===== src/ascrgb_pkg.sv =====
package ascrgb_pkg;

   // Line buffer geometry
   localparam int BUFFER_BYTES = 5;
   localparam int POS_W        = (BUFFER_BYTES > 1) ? $clog2(BUFFER_BYTES) : 1;

   // Character codes
   localparam logic [7:0] CH_NUL     = 8'd0;
   localparam logic [7:0] CH_NEWLINE = 8'd10;
   localparam logic [7:0] CH_TAB     = 8'd9;
   localparam logic [7:0] CH_CR      = 8'd13;
   localparam logic [7:0] CH_SPACE   = 8'd32;
   localparam logic [7:0] CH_PLUS    = 8'd43;
   localparam logic [7:0] CH_MINUS   = 8'd45;
   localparam logic [7:0] CH_ZERO    = 8'd48;
   localparam logic [7:0] CH_NINE    = 8'd57;
   localparam logic [7:0] CH_RED     = 8'd82;
   localparam logic [7:0] CH_GREEN   = 8'd71;
   localparam logic [7:0] CH_BLUE    = 8'd66;

   typedef logic [BUFFER_BYTES-1:0][7:0] line_type;

   // Number scan phases
   typedef enum logic [1:0] {
      SCAN_BLANK,
      SCAN_DIGITS,
      SCAN_DONE
   } scan_type;

endpackage


===== src/ascrgb_decode.sv =====
module ascrgb_decode
   import ascrgb_pkg::*;
(
   input  line_type    line,
   output logic [15:0] value
);

   // Scan bytes 1 to the end: blanks, optional sign, then digits
   always_comb begin
      scan_type    phase;
      logic        neg;
      logic [15:0] acc;
      logic [7:0]  c;
      logic        is_digit;
      phase = SCAN_BLANK;
      neg   = 1'b0;
      acc   = 16'd0;
      for (int i = 1; i < BUFFER_BYTES; i++) begin
         c        = line[i];
         is_digit = c inside {[CH_ZERO:CH_NINE]};
         case (phase)
            SCAN_BLANK: begin
               if (c inside {CH_SPACE, [CH_TAB:CH_CR]}) begin
                  phase = SCAN_BLANK;
               end else if (c == CH_PLUS || c == CH_MINUS) begin
                  neg   = (c == CH_MINUS);
                  phase = SCAN_DIGITS;
               end else if (is_digit) begin
                  acc   = {12'd0, 4'(c - CH_ZERO)};
                  phase = SCAN_DIGITS;
               end else begin
                  phase = SCAN_DONE;
               end
            end
            SCAN_DIGITS: begin
               if (is_digit) begin
                  acc = (acc << 3) + (acc << 1) + {12'd0, 4'(c - CH_ZERO)};
               end else begin
                  phase = SCAN_DONE;
               end
            end
            default: phase = SCAN_DONE;
         endcase
      end
      value = neg ? 16'(16'd0 - acc) : acc;
   end

endmodule


===== src/ascii_rgb_command_parser.sv =====
// ASCII RGB command parser. Bytes arrive on the req_ channel, one per
// transfer, at one byte per cycle while req_stall is low. A zero byte is
// dropped; any other byte except newline is stored in a five-byte line
// buffer that wraps. A newline decodes the line ("R", "G" or "B" followed
// by a decimal number, atoi style, truncated to 16 bits), updates that
// channel's level, and produces one rsp_ transfer carrying all three
// levels; the buffer is then cleared. The result is registered: a newline's
// levels enter the result register, or the skid register if an older result
// waits there untaken. The two entries keep input flowing while one waits;
// req_stall rises only when both hold results downstream has not yet taken.
module ascii_rgb_command_parser
   import ascrgb_pkg::*;
(
   input  logic        clock,
   input  logic        reset,
   input  logic        req_valid,
   output logic        req_stall,
   input  logic [7:0]  req_rx_char,
   output logic        rsp_valid,
   input  logic        rsp_stall,
   output logic [15:0] rsp_red_duty,
   output logic [15:0] rsp_green_duty,
   output logic [15:0] rsp_blue_duty
);

   line_type           line_ff, line_in;
   logic [POS_W-1:0]   pos_ff, pos_in;
   logic [15:0]        red_ff, red_in;
   logic [15:0]        green_ff, green_in;
   logic [15:0]        blue_ff, blue_in;
   logic               out_valid_ff, out_valid_in;
   logic [2:0][15:0]   out_ff, out_in;
   logic               skid_valid_ff, skid_valid_in;
   logic [2:0][15:0]   skid_ff, skid_in;
   logic [15:0]        number;
   logic               accept;
   logic               newline;
   logic               take;

   ascrgb_decode u_decode (
      .line  (line_ff),
      .value (number)
   );

   assign req_stall = skid_valid_ff;
   assign accept    = req_valid && !req_stall;
   assign newline   = accept && (req_rx_char == CH_NEWLINE);
   assign take      = out_valid_ff && !rsp_stall;

   // Store bytes, apply commands on newline
   always_comb begin
      line_in  = line_ff;
      pos_in   = pos_ff;
      red_in   = red_ff;
      green_in = green_ff;
      blue_in  = blue_ff;
      if (newline) begin
         case (line_ff[0])
            CH_RED:   red_in   = number;
            CH_GREEN: green_in = number;
            CH_BLUE:  blue_in  = number;
            default:  ;
         endcase
         line_in = '0;
         pos_in  = '0;
      end else if (accept && req_rx_char != CH_NUL) begin
         line_in[pos_in] = req_rx_char;
         pos_in = (pos_ff == POS_W'(BUFFER_BYTES - 1)) ? '0 : POS_W'(pos_ff + 1'b1);
      end
   end

   // Route results through the result and skid registers
   always_comb begin
      out_valid_in  = out_valid_ff;
      out_in        = out_ff;
      skid_valid_in = skid_valid_ff;
      skid_in       = skid_ff;
      if (skid_valid_ff) begin
         if (take) begin
            out_in        = skid_ff;
            skid_valid_in = 1'b0;
         end
      end else if (newline) begin
         if (!out_valid_ff || take) begin
            out_in       = {blue_in, green_in, red_in};
            out_valid_in = 1'b1;
         end else begin
            skid_in       = {blue_in, green_in, red_in};
            skid_valid_in = 1'b1;
         end
      end else if (take) begin
         out_valid_in = 1'b0;
      end
   end

   // Control and level registers
   always_ff @(posedge clock) begin
      if (reset) begin
         line_ff       <= '0;
         pos_ff        <= '0;
         red_ff        <= 16'd0;
         green_ff      <= 16'd0;
         blue_ff       <= 16'd0;
         out_valid_ff  <= 1'b0;
         skid_valid_ff <= 1'b0;
      end else begin
         line_ff       <= line_in;
         pos_ff        <= pos_in;
         red_ff        <= red_in;
         green_ff      <= green_in;
         blue_ff       <= blue_in;
         out_valid_ff  <= out_valid_in;
         skid_valid_ff <= skid_valid_in;
      end
   end

   // Result payload
   always_ff @(posedge clock) begin
      out_ff  <= out_in;
      skid_ff <= skid_in;
   end

   assign rsp_valid      = out_valid_ff;
   assign rsp_red_duty   = out_ff[0];
   assign rsp_green_duty = out_ff[1];
   assign rsp_blue_duty  = out_ff[2];

   // Skid entry only ever backs up a waiting result
   a_skid_behind_out: assert property (@(posedge clock) disable iff (reset)
      skid_valid_ff |-> out_valid_ff)
      else $error("skid register holds a result while result register is empty");

   // After every newline transfer, rsp_valid is high in the next cycle
   a_newline_result: assert property (@(posedge clock) disable iff (reset)
      newline |=> rsp_valid)
      else $error("newline transfer produced no result");

   // Newline clears the write position
   a_newline_clears: assert property (@(posedge clock) disable iff (reset)
      newline |=> (pos_ff == '0))
      else $error("write position not cleared after newline");

   // Write position stays inside the buffer
   a_pos_range: assert property (@(posedge clock) disable iff (reset)
      pos_ff <= POS_W'(BUFFER_BYTES - 1))
      else $error("write position beyond buffer");

endmodule


===== config.mk =====
export PLATFORM = sky130hd
export DESIGN_NAME = ascii_rgb_command_parser
export DESIGN_NICKNAME = d
export VERILOG_FILES = /design/src/ascrgb_pkg.sv /design/src/ascrgb_decode.sv /design/src/ascii_rgb_command_parser.sv
export SDC_FILE = /design/constraint.sdc
export NUM_CORES = 1
export LEC_CHECK = 0
export BUFFER_PORTS_ARGS = -buffer_cell sky130_fd_sc_hd__buf_2
export CAP_MARGIN = 20
export CORE_UTILIZATION = 30
export CTS_CLUSTER_DIAMETER = 40
export DETAILED_ROUTE_END_ITERATION = 10
export SKIP_CTS_REPAIR_TIMING = 1
export SLEW_MARGIN = 20
export SYNTH_ARGS = -nofsm -noshare
export SYNTH_HDL_FRONTEND = slang
export SYNTH_SLANG_ARGS = --single-unit

===== constraint.sdc =====
create_clock -name clock -period 21.7 [get_ports clock]
set_clock_uncertainty 0.05 [all_clocks]
set_input_delay 2.17 -clock clock [delete_from_list [all_inputs] [get_ports clock]]
set_output_delay 2.17 -clock clock [all_outputs]
set_load 0.03 [all_outputs]

==> results.md <==
STA:
- The highest clock frequency the design can meet is 124 MHz.
- The smallest clock period supported by the final layout is computed as 8.05 ns.
- Across all setup checks in the final design, the least slack found is 13.65 ns.
- After layout, the worst path uses 37.1% of the clock period.
- The number of hold-slack violations in the final timing report was 0.
- The summed negative setup slack over all endpoints is 0 ns.
- Setup repair after global routing left no endpoint under its margin.
- The number of slew-limit violations in the final report is 0.
- The final setup violation count is 0.
- At the pin with the least slew margin, the transition time is 0.910 ns.
- The tightest slew margin relative to the limit is 39.1%.

Critical path:
- The delay of the slowest cell on the worst path is 0.75 ns.
- The number of buffers and inverters on the critical path is 2.
- The cell that appears most often on the critical path is ha_1.
- The capturing element type of the critical path is a flop.
- The worst setup path is launched from a flop.
- Data on the critical path arrives at its endpoint at 8.27 ns.
- The instance count on the critical path is 26.
- The critical path is of the reg -> reg type.
- The critical path's top delay family is compound AO/OA/AOI/OAI gates.
- The data required time of the critical path is 21.91 ns.
- On the critical path, the stage with the largest delay is an instance of o311ai_0.
- Of all nets on the critical path, the largest fanout is 9.
- The number of cells on the worst reg-to-reg path is 26.

Synthesis:
- The synthesized design contains 189 register bits.
- The unique cell type count in the Yosys netlist is 88.
- The synthesized instance count is 1096.
- The mean cell area of the mapped netlist is 9.72 sq um.
- After synthesis, the largest area contributor takes up 27.0% of total cell area.
- Sequential cells were found to cover 44.5% of the synthesized design area.
- The post-synthesis cell area is 10700 sq um.
- Counting instances in the post-synthesis netlist gives the leading cell types as 126 x nor2_1, 102 x nand2_1, 96 x edfxtp_1.
- In this run, synthesis inferred 96 flip-flops with an integrated enable.
- The most common flop cell mapped by yosys is edfxtp_1.
- Sorting the synthesized cells by area gives the leading types as edfxtp_1 27%, dfxtp_1 17%, ha_1 5.6%, mux2i_1 5.3%, nor2_1 4.4%.
- Yosys printed 0 warnings.
- The dominant cell by count in the synthesized netlist is nor2_1.
- The share of synthesized flip-flops with an asynchronous set or reset is 0%.
- The post-synthesis net count is 1162.
- The synthesized design spends more area on one cell type than any other, namely edfxtp_1.

Place:
- The cell area reported after detailed placement is 11400 sq um.
- The worst-case setup slack after placement is 13.82 ns.
- The detailed placer's ending HPWL is 19200 um.
- The number of buffers added on ports is 61.
- The placer's final routability congestion estimate is 0.890.

Global routing:
- The via count of the first global-routing pass was 7866.
- The total global routing track utilization is 14.6%.
- The maximum number of pins on one net before global-route repair is 52.
- The total overflow reported by the global router is 0.
- The first global-routing pass estimated 41900 um of wire.
- The number of antenna violations at the first check in global routing is 0.

Clock network:
- The clock tree root driver cell is clkbuf_16.
- The number of buffers between clock root and the deepest sink is 2.
- Clock tree synthesis found a total of 189 sinks.
- The clock latency on the worst-skew pair is 0.44 ns.
- TritonCTS built the clock tree.
- TritonCTS created 17 clock buffers.
- The number of H-tree branching levels is 4.
- The clock-pin slew on the worst setup and hold paths is 0.07 ns.

Floorplanning:
- The region available for standard cell placement spans 34700 sq um.
- The die is 190 um tall.
- The floorplan die area is 36300 sq um.
- The site row count is 68.
- The die boundary width is 190 um.
- 62 I/O pins were placed.
- The initial core utilization is 30.7%.

Layout:
- The fraction of final layout cells sized beyond drive strength 1 is 14.4%.
- Once layout is complete, the utilization of the core stands at 34.6%.
- The number of nets in the finished design is 1202.
- The number of antenna diodes in the final layout is 0.
- Compared with the post-synthesis result, the final layout area differs by 12.6%.
- The finished cells cover 12000 sq um.

Drt:
- The vias after detailed routing is 8383.
- For this run, design rule violations remaining after detail routing come to 0.
- The total wirelength of the detailed-routed design is 26100 um.
- The average wire per standard cell is 16.3 um.
- The number of optimization iterations in the first detailed-route pass is 5.
- After detailed routing, the number of vias per cell comes to 5.23.
- After the first detailed-routing iteration, the DRC count stood at 554.
- The number of nets still failing antenna checks after routing is 0.

Power and ir drop:
- Power spread over the standard cell area amounts to 58.6 nW/um^2.
- The leakage component of the power is 4.75 nW.
- The worst vdd rail ir drop is 0.0000527 V.
- Overall power consumption after layout is estimated at 0.703 mW.

Min path:
- The instance count along the most critical hold path is 2.
- The class of the worst hold path is reg -> reg.

Run status:
- The run finished with clean final reports.

Flow run:
- Max-cap violations in this run came to 0.
-- path summary, 6_finish.rpt --
kind / from / to / slack [ns]
max: line_ff[13] / rsp_red_duty[13] / 13.65
min: green_ff[6] / green_ff[6] / 0.42
max reg2reg: line_ff[13] / rsp_red_duty[13] / 13.65
min reg2reg: green_ff[6] / green_ff[6] / 0.42
-- kinds of logic after synthesis --
| logic type | share of synthesized area, % |
|---|---|
| xor+xnor | 1.81 |
| mux | 8.96 |
| compound gates | 15.5 |
| flops | 44.5 |
| simple gates | 19.5 |
| buf+inv | 3.01 |
| fa+ha+maj | 6.76 |
-- layout make-up --
type,count,area [sq um]
clock buffers,17,425
clock inverters,15,159
fillers,3546,22700
inverters,33,124
multi-input cells,826,5610
flip-flops and latches,189,4740
well taps,455,569
repair buffers,69,365
-- per-layer routing --
| metal | share of wire (%) | vias up | track usage [%] | routed length, um |
|---|---|---|---|---|
| met5 | 0 | - | 0 | 0 |
| met4 | 1.9 | 0 | 4.46 | 501 |
| met3 | 5.1 | 43 | 2.74 | 1330 |
| met2 | 45 | 218 | 22.6 | 11800 |
| met1 | 48 | 4008 | 20.3 | 12500 |
| li1 | - | 4114 | - | - |
-- state kept, by name (all words and copies together) (netlist names) --
name and count:
skid_ff 48, line_ff 40, blue_ff 16, green_ff 16
red_ff 16, rsp_blue_duty 16, rsp_green_duty 16, rsp_red_duty 16
pos_ff 3, req_stall 1, rsp_valid 1
-- placed cells by master, fill, tap and decap left out, drive strengths merged, types with 14 or more instances in the layout --
master and n:
mux2 34, clkbuf 17, buf 69, nor3 27, o21ai 59, nand2 102, nor2b 31, a21oi 57
ha 48, a31oi 14, mux2i 56, a211oi 16, nand3 36, and3 15, dfxtp 93, inv 38
edfxtp 96, nor2 128
-- worst reg2reg max path: cells and delay by family, from the launching register on --
family / cells / cell delay, ns
AND/OR/NAND/NOR: 9 / 2.23
flip-flops: 1 / 0.42
buffers and inverters: 2 / 0.17
AO/OA/AOI/OAI: 9 / 2.89
adder cells (fa/ha/maj): 6 / 2.13
-- stage by stage --
stage / hold WS [ns] / std cells
after CTS: 0.420 / 1604
after detailed placement: 0.410 / 1572
final: 0.418 / 1604
after global routing: 0.439 / 1604
after global placement: 0.398 / 1572
after floorplan: 0.390 / 1096
-- where the power goes --
group | internal, mW | total [mW] | switching (mW)
clock network | 0.162 | 0.306 | 0.144
logic | 0.00672 | 0.0193 | 0.0125
registers | 0.374 | 0.377 | 0.00313
total | 0.543 | 0.703 | 0.160
(Power assumes the default switching activity.)
